--- src/design/rms_pkg.sv ---
// Package for the ringtone melody sequencer: field widths, item kind codes,
// note ROM contents and the volume-to-duty mapping. No dependencies.
`default_nettype none

package rms_pkg;

    localparam int ROM_ROWS = 4;
    localparam int ROM_COLS = 6;
    localparam int ROW_W    = 2;
    localparam int COL_W    = 3;
    localparam int HZ_W     = 10;
    localparam int MS_W     = 11;
    localparam int VOL_W    = 7;
    localparam int DUTY_W   = 8;
    localparam int KIND_W   = 2;
    localparam int RT_W     = 3;
    localparam int IN_TDATA_W  = 8;
    localparam int OUT_TDATA_W = 24;

    typedef enum logic [KIND_W-1:0] {
        KIND_TICK  = 2'd0,
        KIND_START = 2'd1,
        KIND_STOP  = 2'd2
    } kind_t;

    localparam logic REG_VOLUME = 1'b0;
    localparam logic REG_OUTPUT = 1'b1;

    localparam logic [VOL_W-1:0] VOL_MIN = 7'd1;
    localparam logic [VOL_W-1:0] VOL_MAX = 7'd100;

    typedef struct packed {
        logic [ROW_W-1:0] row;
        logic [COL_W-1:0] col;
    } rom_addr_t;

    typedef struct packed {
        logic [HZ_W-1:0] hz;
        logic [MS_W-1:0] ms;
    } note_t;

    localparam logic [HZ_W-1:0] ROM_HZ [ROM_ROWS][ROM_COLS] = '{
        '{10'd523, 10'd0, 10'd659, 10'd0, 10'd0,   10'd0},
        '{10'd440, 10'd0, 10'd523, 10'd0, 10'd0,   10'd0},
        '{10'd392, 10'd0, 10'd440, 10'd0, 10'd523, 10'd0},
        '{10'd494, 10'd0, 10'd587, 10'd0, 10'd494, 10'd0}
    };

    localparam logic [MS_W-1:0] ROM_MS [ROM_ROWS][ROM_COLS] = '{
        '{11'd140, 11'd120, 11'd240, 11'd1400, 11'd0,   11'd0},
        '{11'd180, 11'd160, 11'd260, 11'd1200, 11'd0,   11'd0},
        '{11'd160, 11'd90,  11'd160, 11'd90,   11'd280, 11'd1100},
        '{11'd170, 11'd120, 11'd170, 11'd120,  11'd170, 11'd900}
    };

    localparam logic [COL_W-1:0] ROM_LEN [ROM_ROWS] = '{3'd4, 3'd4, 3'd6, 3'd6};

    function automatic note_t note_lookup(input rom_addr_t addr);
        note_t n;
        n = '0;
        if (addr.col < COL_W'(ROM_COLS))
        begin
            n.hz = ROM_HZ[addr.row][addr.col];
            n.ms = ROM_MS[addr.row][addr.col];
        end
        return n;
    endfunction

    function automatic logic [VOL_W-1:0] vol_sat(input logic [VOL_W-1:0] v);
        logic [VOL_W-1:0] r;
        r = v;
        if (v < VOL_MIN)
            r = VOL_MIN;
        else if (v > VOL_MAX)
            r = VOL_MAX;
        return r;
    endfunction

    // pct = 1 + (vol-1)*9/99 steps up at vol = 11k+1
    function automatic logic [DUTY_W-1:0] duty_of(input logic [VOL_W-1:0] vol);
        logic [3:0] pct;
        logic [DUTY_W-1:0] d;
        pct = 4'd1;
        for (int k = 1; k <= 9; k++)
        begin
            if (vol >= VOL_W'(11 * k + 1))
                pct = pct + 4'd1;
        end
        case (pct)
            4'd1:    d = 8'd2;
            4'd2:    d = 8'd5;
            4'd3:    d = 8'd7;
            4'd4:    d = 8'd10;
            4'd5:    d = 8'd12;
            4'd6:    d = 8'd15;
            4'd7:    d = 8'd17;
            4'd8:    d = 8'd20;
            4'd9:    d = 8'd22;
            4'd10:   d = 8'd25;
            default: d = 8'd0;
        endcase
        return d;
    endfunction

endpackage

`default_nettype wire

--- src/design/rms_note_rom.sv ---
// Note ROM with two synchronous read ports and registered outputs.
// Depends on rms_pkg for the table contents and address/data types.
`default_nettype none

module rms_note_rom
(
    input  wire logic              clk,
    input  wire logic              en,
    input  wire rms_pkg::rom_addr_t addr_a,
    input  wire rms_pkg::rom_addr_t addr_b,
    output rms_pkg::note_t         note_a,
    output rms_pkg::note_t         note_b
);

    rms_pkg::note_t note_a_reg;
    rms_pkg::note_t note_b_reg;

    always_ff @(posedge clk)
    begin
        if (en)
        begin
            note_a_reg <= rms_pkg::note_lookup(addr_a);
            note_b_reg <= rms_pkg::note_lookup(addr_b);
        end
    end

    assign note_a = note_a_reg;
    assign note_b = note_b_reg;

endmodule

`default_nettype wire

--- src/design/ringtone_melody_sequencer_core.sv ---
// Ringtone melody sequencer top level: item handshake, player state, output word.
// Depends on rms_pkg and rms_note_rom.
//
// Sustains one item per clock while no output stall holds the update stage. An
// accepted word reads the note ROM (current note on one port, the note it may
// move to on the other) in the accept cycle; the update stage then updates the
// player state and loads the output register. The updated state is forwarded to
// the ROM address of the following item. The output register decouples the
// sides: input is taken while a result waits, and stalls only when the update
// stage is held by a full output. Config writes are always accepted.
`default_nettype none

module ringtone_melody_sequencer_core
#(
    parameter int MELODY_COUNT = 4,
    parameter int MAX_NOTES    = 6,
    parameter int TIMER_BITS   = 11
)
(
    input  wire logic                               clk,
    input  wire logic                               rst_n,
    input  wire logic                               s_tvalid,
    output      logic                               s_tready,
    input  wire logic [rms_pkg::IN_TDATA_W-1:0]     s_tdata,   // [2:0] ringtone
    input  wire logic [rms_pkg::KIND_W-1:0]         s_tuser,   // [1:0] kind
    output      logic                               m_tvalid,
    input  wire logic                               m_tready,
    // [9:0] tone_hz, [17:10] duty, [18] playing, [19] note_started
    output      logic [rms_pkg::OUT_TDATA_W-1:0]    m_tdata,
    input  wire logic                               cfg_valid,
    output      logic                               cfg_ready,
    input  wire logic                               cfg_index,
    input  wire logic [rms_pkg::VOL_W-1:0]          cfg_data
);

    localparam int MELODY_ROWS = (MELODY_COUNT < rms_pkg::ROM_ROWS) ?
                                 MELODY_COUNT : rms_pkg::ROM_ROWS;
    localparam int TW = (TIMER_BITS > rms_pkg::MS_W) ? TIMER_BITS : rms_pkg::MS_W;
    localparam logic [TW-1:0] TMAX_W = TW'((1 << TIMER_BITS) - 1);
    localparam logic [4:0] MAX_NOTES_L = 5'(MAX_NOTES);

    // configuration
    logic [rms_pkg::DUTY_W-1:0] duty_reg;
    logic                       present_reg;

    assign cfg_ready = 1'b1;

    always_ff @(posedge clk or negedge rst_n)
    begin
        if (!rst_n)
        begin
            duty_reg    <= rms_pkg::duty_of(rms_pkg::VOL_MIN);
            present_reg <= 1'b1;
        end
        else if (cfg_valid)
        begin
            if (cfg_index == rms_pkg::REG_VOLUME)
                duty_reg <= rms_pkg::duty_of(rms_pkg::vol_sat(cfg_data));
            else
                present_reg <= cfg_data[0];
        end
    end

    // player state
    logic                        active_reg, active_next;
    logic [rms_pkg::ROW_W-1:0]   sel_reg, sel_next, sel_fwd;
    logic [rms_pkg::COL_W-1:0]   pos_reg, pos_next, pos_fwd;
    logic [TIMER_BITS-1:0]       el_reg, el_next;

    // update stage
    logic                        s1_valid_reg;
    logic [rms_pkg::KIND_W-1:0]  s1_kind_reg;
    logic [rms_pkg::ROW_W-1:0]   s1_start_row_reg;
    logic [rms_pkg::COL_W-1:0]   s1_next_col_reg;
    logic                        s1_fire;
    logic                        in_fire;

    // output word
    logic                               out_valid_reg;
    logic [rms_pkg::OUT_TDATA_W-1:0]    out_data_reg, out_data_next;

    assign s1_fire  = s1_valid_reg && (!out_valid_reg || m_tready);
    assign s_tready = !s1_valid_reg || s1_fire;
    assign in_fire  = s_tvalid && s_tready;
    assign m_tvalid = out_valid_reg;
    assign m_tdata  = out_data_reg;

    // accept side: ROM addresses from forwarded state
    logic [rms_pkg::ROW_W-1:0] start_row;
    logic [rms_pkg::COL_W-1:0] next_col;
    logic [4:0]                len_fwd;
    logic [4:0]                pos_inc;
    rms_pkg::rom_addr_t        addr_a, addr_b;
    rms_pkg::note_t            note_a, note_b;

    assign sel_fwd = s1_fire ? sel_next : sel_reg;
    assign pos_fwd = s1_fire ? pos_next : pos_reg;

    always_comb
    begin
        start_row = '0;
        if ({1'b0, s_tdata[rms_pkg::RT_W-1:0]} < 4'(MELODY_ROWS))
            start_row = s_tdata[rms_pkg::ROW_W-1:0];
        len_fwd = {2'b00, rms_pkg::ROM_LEN[sel_fwd]};
        if (len_fwd > MAX_NOTES_L)
            len_fwd = MAX_NOTES_L;
        pos_inc  = {2'b00, pos_fwd} + 5'd1;
        next_col = (pos_inc >= len_fwd) ? '0 : pos_inc[rms_pkg::COL_W-1:0];
        addr_a.row = sel_fwd;
        addr_a.col = pos_fwd;
        if (s_tuser == rms_pkg::KIND_START)
        begin
            addr_b.row = start_row;
            addr_b.col = '0;
        end
        else
        begin
            addr_b.row = sel_fwd;
            addr_b.col = next_col;
        end
    end

    rms_note_rom u_rom
    (
        .clk    (clk),
        .en     (in_fire),
        .addr_a (addr_a),
        .addr_b (addr_b),
        .note_a (note_a),
        .note_b (note_b)
    );

    always_ff @(posedge clk or negedge rst_n)
    begin
        if (!rst_n)
            s1_valid_reg <= 1'b0;
        else if (in_fire)
            s1_valid_reg <= 1'b1;
        else if (s1_fire)
            s1_valid_reg <= 1'b0;
    end

    always_ff @(posedge clk)
    begin
        if (in_fire)
        begin
            s1_kind_reg      <= s_tuser;
            s1_start_row_reg <= start_row;
            s1_next_col_reg  <= next_col;
        end
    end

    // update stage logic
    logic [TW-1:0]             dur_w;
    logic [TIMER_BITS-1:0]     el_inc;
    logic                      started;
    logic                      use_b;
    logic [rms_pkg::HZ_W-1:0]  hz;
    logic [rms_pkg::DUTY_W-1:0] duty;

    always_comb
    begin
        active_next = active_reg;
        sel_next    = sel_reg;
        pos_next    = pos_reg;
        el_next     = el_reg;
        started     = 1'b0;
        use_b       = 1'b0;
        dur_w = TW'(note_a.ms);
        if (dur_w > TMAX_W)
            dur_w = TMAX_W;
        el_inc = (el_reg != '1) ? el_reg + 1'b1 : el_reg;
        case (s1_kind_reg)
            rms_pkg::KIND_START:
            begin
                if (present_reg)
                begin
                    active_next = 1'b1;
                    sel_next    = s1_start_row_reg;
                    pos_next    = '0;
                    el_next     = '0;
                    started     = 1'b1;
                    use_b       = 1'b1;
                end
            end
            rms_pkg::KIND_STOP:
            begin
                active_next = 1'b0;
                pos_next    = '0;
                el_next     = '0;
            end
            rms_pkg::KIND_TICK:
            begin
                if (active_reg && present_reg)
                begin
                    el_next = el_inc;
                    if (TW'(el_inc) >= dur_w)
                    begin
                        pos_next = s1_next_col_reg;
                        el_next  = '0;
                        started  = 1'b1;
                        use_b    = 1'b1;
                    end
                end
            end
            default:
            begin
                active_next = active_reg;
            end
        endcase
        hz = '0;
        if (active_next && present_reg)
            hz = use_b ? note_b.hz : note_a.hz;
        duty = (hz != '0) ? duty_reg : '0;
        out_data_next = {4'b0000, started, active_next, duty, hz};
    end

    always_ff @(posedge clk or negedge rst_n)
    begin
        if (!rst_n)
        begin
            active_reg <= 1'b0;
            sel_reg    <= '0;
            pos_reg    <= '0;
            el_reg     <= '0;
        end
        else if (s1_fire)
        begin
            active_reg <= active_next;
            sel_reg    <= sel_next;
            pos_reg    <= pos_next;
            el_reg     <= el_next;
        end
    end

    always_ff @(posedge clk or negedge rst_n)
    begin
        if (!rst_n)
            out_valid_reg <= 1'b0;
        else if (s1_fire)
            out_valid_reg <= 1'b1;
        else if (m_tready)
            out_valid_reg <= 1'b0;
    end

    always_ff @(posedge clk)
    begin
        if (s1_fire)
            out_data_reg <= out_data_next;
    end

endmodule

`default_nettype wire

--- config.mk ---
export PLATFORM = sky130hd
export DESIGN_NAME = ringtone_melody_sequencer_core
export DESIGN_NICKNAME = d
export VERILOG_FILES = /design/src/design/rms_pkg.sv /design/src/design/rms_note_rom.sv /design/src/design/ringtone_melody_sequencer_core.sv
export SDC_FILE = /design/constraint.sdc
export NUM_CORES = 1
export LEC_CHECK = 0
export BUFFER_PORTS_ARGS = -buffer_cell sky130_fd_sc_hd__buf_2
export CORE_ASPECT_RATIO = 1.2
export CORE_UTILIZATION = 30
export DETAILED_ROUTE_END_ITERATION = 7
export PLACE_DENSITY = 0.43
export SLEW_MARGIN = 20
export SYNTH_ARGS = -nofsm -noshare
export SYNTH_HDL_FRONTEND = slang
export SYNTH_SLANG_ARGS = --single-unit
--- constraint.sdc ---
create_clock -name clk -period 17 [get_ports clk]
set_clock_uncertainty 0.05 [all_clocks]
set_input_delay 1.7 -clock clk [delete_from_list [all_inputs] [get_ports clk]]
set_output_delay 1.7 -clock clk [all_outputs]
set_load 0.03 [all_outputs]
# After elaboration in Yosys (flattened, before gate mapping)
# Memories as Yosys holds them, arrays and structs flattened. A register that Yosys moved wholly into a read port is not among the register bits.
# Index checks and enable logic that the tools add are counted.
# totals
reg_bits	86
romBits	80
mem_count	1
word_cells	159
output_inout_bits	27
# memory_table
name	words	width	rd	rd_ports_with_merged_regs	wr	line	source
(name not given)	16	5	1	1	0	rms_pkg.sv:89	case (pct)
# classes
magnitude_cmp	22
n_reduce_logical	17
n_bitwise	5
n_addsub	10
n_eq_ne	6
muxes	82
# ops
operator	n
$bmux W60 S2	2
$mux W60	4
$bmux W66 S2	1
$mux W66	2
$mux W4	26
$mux W11	7
$bmux W10 S3	2
$mux W10	6
$bmux W11 S3	1
$pmux W11 S3	1
$add A4 B1 Y4 const B	8
$ge A7 B7 Y1 const B	4
$mux W7	4
$mux W3	8
$ge A7 B6 Y1 const B	3
$add A11 B1 Y11 const B	1
$ge A11 B11 Y1	1
$gt A11 B11 Y1 const B	1
$ne A11 B11 Y1 const B	1
$mux W2	5
$reduce_bool A10 Y1	1
$lt A3 B3 Y1 const B	3
$pmux W3 S3	1
$ge A4 B4 Y1 const B	2
26 further kinds	47

# Logic depth before layout (Yosys ltp)
# Gate-level depths: netlist of run 1.
# depth
depth_word	41
depth_mapped	28
ltp_nobuf	27

# By module
# From an unflattened synthesis of run 1, not the netlist that was laid out.
# unflattened
hier_cells	653
area_unflattened_um2	6189.7
# by_module_without_submodules
mod	cells_per_inst	seq_area_each_um2	instances	area_each_um2
ringtone_melody_sequencer_core	445	1348.8	1	3986.3
rms_note_rom	208	1141.1	1	2203.4

# Worst setup path after synthesis of run 1
# No wires, ideal clock.
# synth_timing
path_kind	in2reg
from	input cfg_data[6] in the netlist's numbering
to	register duty_reg[3] in the netlist's numbering
path_buffers	3
t_arrival_ps	7143
path_stages	25
required_ps	16868
setup_slack_ps	9725
cell_sequence	buf_2 > buf_1 > a211o_1 > inv_1 > fa_1 > buf_1 > xnor2_1 > ha_1 > nand2b_1 > o41ai_2 > a311oi_4 > ha_1 > mux2i_2 > inv_1 > ha_1 > nand3_1 > o31ai_1 > a21o_1 > ha_1 > mux2_2 > ha_1 > mux2_2 > ha_1 > or4_1 > a31oi_1
# synth_between
elab_chain_cells	41
word_cells_on_any_way	50
classes_between	8 x add/sub; 11 x order compare; 31 x mux
# synth_lines
element	line	source
start, declared	ringtone_melody_sequencer_core.sv:33	input wire logic [rms_pkg::VOL_W-1:0] cfg_data
$gt A7 B7 Y1	rms_pkg.sv:74	else if (v > VOL_MAX)
$mux W7	rms_pkg.sv:74	
$mux W7 *	rms_pkg.sv:72	if (v < VOL_MIN)
$mux W7 *	ringtone_melody_sequencer_core.sv:57	if (cfg_index == rms_pkg::REG_VOLUME)
$mux W7 *	ringtone_melody_sequencer_core.sv:55	else if (cfg_valid)
$ge A7 B4 Y1	rms_pkg.sv:86	if (vol >= VOL_W'(11 * k + 1))
$mux W2	rms_pkg.sv:86	
$mux W4	ringtone_melody_sequencer_core.sv:57	
(+25 left out)	--	
$add A4 B1 Y4	rms_pkg.sv:87	pct = pct + 4'd1;
$mux W4	rms_pkg.sv:86	
$mux W4	ringtone_melody_sequencer_core.sv:57	
$mux W4	ringtone_melody_sequencer_core.sv:55	
$add A4 B1 Y4	rms_pkg.sv:87	
$mux W4 *	rms_pkg.sv:86	
$mux W4 *	ringtone_melody_sequencer_core.sv:57	
$mux W4 *	ringtone_melody_sequencer_core.sv:55	
end, declared	ringtone_melody_sequencer_core.sv:43	logic [rms_pkg::DUTY_W-1:0] duty_reg;
# Mark *: on every way between the ends. The rest lies on a longest branch, timed or not. The select of a mux whose other input is x is not followed.
# A chain may end at the register's enable or synchronous reset.

# Worst setup path in the final report of run 1
# layout_timing
from	input cfg_data[3] in the netlist's numbering
to	register duty_reg[3] in the netlist's numbering
# Same word-level chain as after synthesis.

==> run metrics, run 1 <==
status completed; die height 149.1 um; CP bufs+invs 2; I/O Buffers 36; ys async rst share 32.89%; crit share post-route 43.60%; count leader, synth edfxtp_1; Rel. slew slack 27.72%; CTS tree done; Crit. Startpoint cfg_data[3]; Yosys top cell area share 28.33%; clock tree buffer depth 2; synth top area cells edfxtp_1 (28%), dfrtp_1 (11%), ha_1 (9.0%); synth warn 0; first-pass GRT wire length 21,060 um; Cells on Worst Hold Path 2; CP top delay family adder cells; measured slew at the worst slew-check pin 1.080 ns; launch point of the worst reg-to-reg path el_reg[0]$_DFFE_PN0P_; Overflow after GRT 0; most frequent CP cell ha_1; fmax 0.1349 GHz; syn avg cell area 9.569 sq um; Crit Path Max Fanout 14; Setup Fix Bufs, Post-CTS 0; sequential-to-total area share from yosys stat 39.94%; CP endpoint kind register; total CTS buffers 9; endpoints failing setup 0; initial core utilization 30.77%; drt first pass iters 4; vias per inst 5.212; dpl ws 9.250 ns; number of placement rows 53; Cells after Synth 565; H-tree levels 3; WP data arrival 7.61 ns; Min-Delay Path Class register to register; CTS Hold Bufs 0; Peak VDD IR 0.00004616 V; Ports 50; Die W 124.5 um; CP Capture Point duty_reg[3]$_DFFE_PN0P_; initial antenna violation count 0; Max Cap Violations 0; R2R setup slack 9.81 ns; Final WS setup 9.588 ns; Slew Limit Fails 0; Nets 658; slowest stage delay, CP 0.58 ns; max FFs per register 19; synthesized cell area 5406 sq um; crit-path cells buf_2 > o41ai_2 > and2_1 > fa_1 > xnor2_1 > ha_1 > nand2b_1 > o41ai_2 > a311oi_4 > ha_1 > mux2i_2 > inv_1 > ha_1 > nand3_1 > o31ai_1 > a21o_1 > ha_1 > mux2_2 > ha_1 > mux2_2 > ha_1 > or4_1 > a31oi_1; number of synthesized flops with an enable pin 51; Static Leak 2.625 nW; setup TNS 0 ns; critical path class primary input to register; reg-to-reg endpoint u_rom.note_b[12]$_SDFFCE_PP0P_; clock sink count 76; initial DRC count 179; Detail Route Antenna Nets 0; critical path startpoint category primary input; Synth Flop Type edfxtp_1; final worst path period need 7.412 ns; worst skew pair latency 0.33 ns; Post-synth top cells edfxtp_1 (51), nand2_1 (46), nor2_1 (46); drt drc 0; Synth area leader edfxtp_1; number of global-route vias before repair 4,243; crit path max-delay cell type fa_1; Synth cell types 68; Crit path required time 17.20 ns; pwr/cell area 105.7 nW/um^2; detailed placement HPWL 9871 um; via count 4,274; number of cells on the critical path 23; Seq cells post-synth 76; largest net degree at the start of global routing 36; P&R area growth vs syn 12.45%; final-report hold violation count 0; WL/cell 15.77 um; root buf cell clkbuf_16; # diodes 0; gpl congestion 0.8495; share of cells above drive strength 1 12.83%; Total Wirelength 12,930 um; Core ar. 17,570 sq um; unrepaired setup endpoints after global routing false; Resize count post-CTS 0; Clock transition at path regs 0.06 ns; Die Area 18,560 sq um; worst reg2reg path depth 22; gr usage total 14.14%
power by group:
group	leakage (nW)	internal [mW]	switching [mW]
Sequential	0.815	0.230	0.0119
Clock	0.149	0.129	0.0748
Combinational	1.66	0.0748	0.122
Total	2.62	0.434	0.209
metal layers:
| metal | global-route usage (%) | part of all wire [%] |
|---|---|---|
| met3 | 1.937 | 2.5 |
| met5 | 0 | 0 |
| met1 | 16.96 | 44 |
| met4 | 6.747 | 2.5 |
| met2 | 24.94 | 50 |
logic make-up after synthesis:
family | after synthesis | share of synthesized area (%)
buffers and inverters | 66 | 5.462
adders and majority gates | 40 | 9.396
DFF | 76 | 39.94
and+or+nand+nor | 194 | 17.66
muxes | 20 | 3.980
other | 2 | 0.1389
xor gates and xnor gates | 18 | 3.448
AOI/OAI and AO/OA | 149 | 19.97
final cells by class:
type,count,area [sq um]
sequential,76,2160
multi-input combinational,430,2978
timing repair buffer,39,202.7
clock buffer,10,229.0
tap,220,275.3
clock inverter,6,88.84
inverter,39,146.4
fill,1793,11490
worst reg2reg max path: cells and delay by family, from the launching register on:
family,cells,cell delay [ns]
AO/OA/AOI/OAI,6,2.22
flip-flops,1,0.46
buffers and inverters,2,0.50
XOR/XNOR,1,0.13
adder cells (fa/ha/maj),4,1.44
AND/OR/NAND/NOR,9,2.20
placed cells by master (no fill, tap or decap), types with 3 or more instances in the layout:
master	instances
o32ai_1	3
ha_1	39
and3_1	11
a22o_1	9
nor4_1	3
nor2b_1	8
edfxtp_1	51
mux2_2	5
o211ai_1	12
nand4_1	8
nand2b_1	11
xor2_1	8
buf_4	3
nand3_1	23
inv_1	38
nor2_1	46
a32oi_1	4
nand2_1	46
o22ai_1	3
a21oi_1	36
a21o_1	5
conb_1	9
o21a_1	5
mux2i_1	13
o31ai_1	6
buf_2	36
o211a_1	4
or3_1	5
and2_1	13
a211oi_1	3
clkbuf_16	9
a31oi_1	10
nor3_1	11
a211o_1	6
o21ai_0	20
xnor2_1	8
dfrtp_1	23
through the flow:
step           cells  utilization, %  total power, mW  hold WS, ns  cell area, sq um
2_1_floorplan    572               -           0.3932       0.4122              5433
3_3_place_gp     804           32.79           0.4401       0.4315              5762
3_5_place_dp     804           32.79           0.4439       0.4441              5762
4_1_cts          820           34.60           0.6540       0.4545              6080
5_1_grt          820           34.60           0.6823       0.4680              6080
6_report         820           34.60           0.6424       0.4483              6080
worst min path at each step:
stage | from | to | slack (ns)
floorplan | s1_valid_reg$_DFFE_PN0P_ | m_tvalid$_DFFE_PN0P_ | 0.41
global placement | s1_valid_reg$_DFFE_PN0P_ | m_tvalid$_DFFE_PN0P_ | 0.43
detailed placement | duty_reg[2]$_DFFE_PN0P_ | duty_reg[2]$_DFFE_PN0P_ | 0.44
CTS | duty_reg[1]$_DFFE_PN1P_ | duty_reg[1]$_DFFE_PN1P_ | 0.45
global route | duty_reg[1]$_DFFE_PN1P_ | duty_reg[1]$_DFFE_PN1P_ | 0.47
finish | duty_reg[2]$_DFFE_PN0P_ | duty_reg[2]$_DFFE_PN0P_ | 0.45
No activity file was read; power rests on OpenSTA's default activity.
==> run 2, diff against run 1 <==
- ABC_AREA: unset -> 1
- clock period: 17 -> 7.6 ns (I/O delays scaled with it)
==> run 2 against run 1 <==
Against the previous run:
- design area is 3.6% higher
- flip-flop and latch count stayed put
- final cell count is 21% higher
- critical path type is now register to register
==> run metrics, run 2 <==
Slew Limit Fails 0 (unchanged); endpoints failing setup 0 (unchanged); CP top delay family simple AND/OR/NAND/NOR gates; largest net degree at the start of global routing 36 (unchanged); most frequent CP cell nand2_1; initial antenna violation count 0 (unchanged); Crit Path Max Fanout 10 (-4); status completed; Die Area 19,040 sq um (+2.6%); Synth cell types 50 (-26%); die height 151.0 um (+1.3%); critical path startpoint category register; setup TNS 0 ns (unchanged); gpl congestion 0.8719 (+2.6%); measured slew at the worst slew-check pin 0.9549 ns (-0.1254 ns); Min-Delay Path Class primary input to async pin; Crit path required time 7.65 ns (-9.55 ns); most frequent cells in the layout nand2_1 (174), inv_1 (116), nor2_1 (68), edfxtp_1 (51), nand3_1 (50); ys async rst share 32.89% (unchanged); synth top area cells edfxtp_1 (28%), nand2_1 (12%), dfrtp_1 (10%); via count 4,550 (+6.5%); CP bufs+invs 7 (+5); syn avg cell area 7.672 sq um (-20%); first-pass GRT wire length 20,970 um (-0.42%); clock sink count 76 (unchanged); detailed placement HPWL 9672 um (-2.0%); Peak VDD IR 0.0001346 V (+190%); H-tree levels 3 (unchanged); max FFs per register 19 (unchanged); Static Leak 3.209 nW (+22%); root buf cell clkbuf_16; Detail Route Antenna Nets 0 (unchanged); Finished Layout Cells 991 (+21%); sequential-to-total area share from yosys stat 38.94% (-1.0 points); Nets 825 (+25%); Yosys top cell area share 27.61% (-0.72 points); worst skew pair latency 0.34 ns (about the same); slowest stage delay, CP 0.50 ns (-0.08 ns); critical path class register to register; synth warn 0 (unchanged); met3 Usage GRT 2.296% (+0.36 points); Ports 50 (unchanged); GRT busiest layer met2; Clock transition at path regs 0.06 ns (about the same); M2 GR Usage 23.90% (-1.0 points); Rel. slew slack 36.22% (+8.5 points); WP data arrival 6.50 ns (-1.11 ns); Core ar. 18,170 sq um (+3.4%); Setup Fix Bufs, Post-CTS 0 (unchanged); crit path max-delay cell type nor4_1; Total Wirelength 12,200 um (-5.7%); number of synthesized flops with an enable pin 51 (unchanged); Post-synth top cells nand2_1 (174), inv_1 (116), nor2_1 (68); gr usage total 13.95% (-0.20 points); initial core utilization 30.52% (-0.25 points); final-report hold violation count 0 (unchanged); Max Cap Violations 0 (unchanged); drt drc 0 (unchanged); I/O Buffers 36 (unchanged); share of cells above drive strength 1 15.65% (+2.8 points); P&R area growth vs syn 13.51%; CTS Hold Bufs 0 (unchanged); WL/cell 12.31 um (-22%); number of placement rows 54 (+1.9%); crit share post-route 84.89%; final worst path period need 6.452 ns; vias per inst 4.591 (-12%); Synth Flop Type edfxtp_1; GR Util met1 17.50% (+0.54 points); Synth area leader edfxtp_1; initial DRC count 203 (+13%); Resize count post-CTS 0 (unchanged); drt first pass iters 5 (+1); synthesized cell area 5547 sq um (+2.6%); # diodes 0 (unchanged); unrepaired setup endpoints after global routing false; clock tree buffer depth 2 (unchanged); count leader, synth nand2_1; Placed Instances 975 (+21%); number of global-route vias before repair 4,497 (+6.0%); fmax 0.1550 GHz; Cells after Synth 723 (+28%); commonest non-fill, non-tap cell in the layout nand2_1; CP endpoint kind register; Overflow after GRT 0 (unchanged); Seq cells post-synth 76 (unchanged); Die W 126.1 um (+1.3%); pwr/cell area 243.4 nW/um^2 (+130%); total CTS buffers 9 (unchanged); CTS tree done
## run 2: changes by cell type after synthesis, sizes merged, moves of 11 or more
cell,change
and3,-11
nor2,+27
and2,-13
nand2,+155
nand3,+34
inv,+89
o211ai,-11
buf,-11
mux2i,-14
a21oi,-23
nand2b,-11
o21ai,+18
## run 2: path summary, 6_finish.rpt
path / start / end / slack (ns) / cells past startpoint
worst min register to register: duty_reg[1]$_DFFE_PN1P_ / duty_reg[1]$_DFFE_PN1P_ / 0.43 / 2
worst min-delay path: rst_n / el_reg[6]$_DFFE_PN0P_ / 0.38 / 1
min in group clk: duty_reg[1]$_DFFE_PN1P_ / duty_reg[1]$_DFFE_PN1P_ / 0.43 / 2
worst max-delay path: el_reg[0]$_DFFE_PN0P_ / u_rom.note_b[16]$_SDFFCE_PP0P_ / 1.15 / 34
max in group asynchronous: rst_n / sel_reg[0]$_DFF_PN0_ / 6.72 / 1
worst max register to register: el_reg[0]$_DFFE_PN0P_ / u_rom.note_b[16]$_SDFFCE_PP0P_ / 1.15 / 34
## run 2: final cells by class
class / instances / area [sq um]
Fill cell: 1923 / 11880
Sequential cell: 76 / 2160
Timing Repair Buffer: 37 / 187.7
Inverter: 129 / 486.7
Tap cell: 224 / 280.3
Clock buffer: 10 / 239.0
Clock inverter: 6 / 110.1
Multi-Input combinational cell: 509 / 2833
## run 2: layer usage
layer	wire length [um]	up-vias
met5	0	-
met4	219	0
met3	372	12
met2	5825	88
met1	5781	2038
li1	-	2412
## run 2: cells by family after synthesis
logic type | count (synthesis) | synth area share (%)
compound gates | 84 | 8.888
buf+inv | 145 | 10.56
simple gates | 370 | 31.38
fa+ha+maj | 40 | 9.159
other cells | 2 | 0.1354
flops | 76 | 38.94
xor+xnor | 6 | 0.9474
## run 2: stage by stage
| stage | worst slack [ns] | hold WS, ns | cell area (sq um) | power [mW] | utilization [%] |
|---|---|---|---|---|---|
| after floorplan | 2.414 | 0.3981 | 5573 | 0.9300 | - |
| after global placement | 1.197 | 0.4092 | 5947 | 1.045 | 32.72 |
| after detailed placement | 1.107 | 0.4086 | 5947 | 1.049 | 32.72 |
| after CTS | 1.108 | 0.3934 | 6296 | 1.557 | 34.64 |
| after global routing | 0.4059 | 0.4237 | 6296 | 1.650 | 34.64 |
| final | 1.148 | 0.3785 | 6296 | 1.533 | 34.64 |
## run 2: where the power goes
part / internal (mW) / switching (mW) / total (mW)
Sequential: 0.532 / 0.0240 / 0.556
Combinational: 0.155 / 0.323 / 0.479
Clock: 0.330 / 0.169 / 0.498
==> run 3, diff against run 2 <==
- ABC_AREA: 1 -> 0
- clock period: 7.6 -> 6.24 ns (I/O delays scaled with it)
==> run 3 against run 2 <==
Against the previous run:
- first-iteration DRC count up 6.4%
- power up 20%
- critical endpoint is now duty_reg[3]$_DFFE_PN0P_
- via count decreased by 4.5%
- design area is the same
- non-clock buffer count rose by 27
- sequential share of layout area unchanged
- highest routed layer unchanged
- die area is 2.5% lower
- core utilization rose by 1.2 points
- wire length increased by 8.2%
- critical path depth decreased by 10
- global-route usage rose by 0.57 points
- clock power is 20% higher
==> run metrics, run 3 (synthesis gave the netlist of run 1 again) <==
crit-path cells buf_2 > a31o_2 > a211o_1 > inv_1 > fa_1 > xnor2_1 > ha_1 > nand2b_1 > o41ai_2 > a311oi_4 > ha_1 > mux2i_2 > inv_1 > ha_1 > nand3_1 > o31ai_1 > a21o_1 > ha_1 > mux2_2 > ha_1 > mux2_2 > ha_1 > or4_1 > a31oi_1; CTS Hold Bufs 0 (unchanged); final worst path period need 5.882 ns; root buf cell clkbuf_16; via count 4,344 (-4.5%); Crit Path Max Fanout 9 (-1); total CTS buffers 9 (unchanged); Slew Limit Fails 0 (unchanged); first-pass GRT wire length 21,290 um (+1.5%); most frequent CP cell ha_1; critical path startpoint category primary input; Die Area 18,560 sq um (-2.5%); gpl congestion 0.8953 (+2.7%); P&R area growth vs syn 16.45%; commonest non-fill, non-tap cell in the layout edfxtp_1; largest net degree at the start of global routing 36 (unchanged); measured slew at the worst slew-check pin 0.7976 ns (-0.1573 ns); pwr/cell area 290.9 nW/um^2 (+20%); detailed placement HPWL 10,230 um (+5.8%); CP endpoint kind register; drt first pass iters 4 (-1); setup TNS 0 ns (unchanged); drt drc 0 (unchanged); initial antenna violation count 0 (unchanged); clock tree buffer depth 2 (unchanged); crit path max-delay cell type or4_1; worst reg2reg path depth 23 (-32%); unrepaired setup endpoints after global routing false; # diodes 0 (unchanged); Core ar. 17,570 sq um (-3.3%); Ports 50 (unchanged); number of global-route vias before repair 4,163 (-7.4%); slowest stage delay, CP 0.52 ns (+0.02 ns); Layout Utilization 35.83% (+1.2 points); die height 149.1 um (-1.3%); number of placement rows 53 (-1.9%); H-tree levels 3 (unchanged); Min-Delay Path Class primary input to async pin; initial DRC count 216 (+6.4%); Static Leak 2.767 nW (-14%); Max Cap Violations 0 (unchanged); Placed Instances 829 (-15%); endpoints failing setup 0 (unchanged); fmax 0.1700 GHz; Rel. slew slack 46.37% (+10 points); Detail Route Antenna Nets 0 (unchanged); initial core utilization 30.77% (+0.25 points); Peak VDD IR 0.0001406 V (+4.4%); clock sink count 76 (unchanged); Crit path required time 6.44 ns (-1.21 ns); Clock transition at path regs 0.06 ns (about the same); critical path class primary input to register; CTS tree done; Die W 124.5 um (-1.3%); Overflow after GRT 0 (unchanged); most frequent cells in the layout edfxtp_1 (51), nor2_1 (46), nand2_1 (46), ha_1 (39), inv_1 (38); final-report hold violation count 0 (unchanged); max FFs per register 19 (unchanged); vias per inst 5.141 (+12%); worst skew pair latency 0.34 ns (about the same); Finished Layout Cells 845 (-15%); share of cells above drive strength 1 16.48% (+0.83 points); crit share post-route 94.26%; WL/cell 15.62 um (+27%); total chip power 1.832 mW (+20%); gr usage total 14.52% (+0.57 points); Total Wirelength 13,200 um (+8.2%); Nets 683 (-17%); I/O Buffers 36 (unchanged); WP data arrival 6.09 ns (-0.41 ns); status completed
[run 3: power by group]
| group | switching (mW) | internal, mW |
|---|---|---|
| Clock | 0.207 | 0.391 |
| Combinational | 0.340 | 0.234 |
| Sequential | 0.0326 | 0.626 |
[run 3: timing repair]
action	CTS	global route
setup endpoints to repair	0	1
setup buffers	0	0
gates resized for setup	0	1
[run 3: metrics by stage]
| stage | cell area, sq um | hold WS (ns) | setup WS, ns |
|---|---|---|---|
| 2_1_floorplan | 5433 | 0.2784 | 0.04094 |
| 3_3_place_gp | 5949 | 0.4319 | 0.07801 |
| 3_5_place_dp | 5949 | 0.4376 | 0.01635 |
| 4_1_cts | 6291 | 0.2504 | 0.3553 |
| 5_1_grt | 6296 | 0.2953 | 0.001950 |
| 6_report | 6296 | 0.2352 | 0.3580 |
[run 3: worst max-delay path, delay by kind of cell]
kind,cells,cell delay [ns]
mux,3,0.77
simple gates,3,0.71
compound gates,7,1.39
fa+ha+maj,7,2.10
buf+inv,3,0.33
xor+xnor,1,0.15
[run 3: worst paths after layout]
kind,start,endpoint,slack (ns)
min,rst_n,sel_reg[1]$_DFF_PN0_,0.24
min in group clk,duty_reg[1]$_DFFE_PN1P_,duty_reg[1]$_DFFE_PN1P_,0.44
min reg2reg,duty_reg[1]$_DFFE_PN1P_,duty_reg[1]$_DFFE_PN1P_,0.44
max in group asynchronous,rst_n,m_tvalid$_DFFE_PN0P_,5.52
max,cfg_data[3],duty_reg[3]$_DFFE_PN0P_,0.36
max reg2reg,el_reg[0]$_DFFE_PN0P_,u_rom.note_b[12]$_SDFFCE_PP0P_,0.45
[run 3: cell type report]
class	instances	area (sq um)
multi-input cells	430	2983
inverters	39	146.4
fillers	1753	11280
flip-flops and latches	76	2160
clock inverters	6	112.6
repair buffers	64	390.4
well taps	220	275.3
clock buffers	10	229.0
[run 3: per-layer routing]
layer  track usage, %  wire length (um)  up-vias
met5                0                 0        -
met4            6.446               312        0
met3            2.403               366       16
met2            25.28              6598       91
met1            17.61              5921     2062
li1                 -                 -     2175
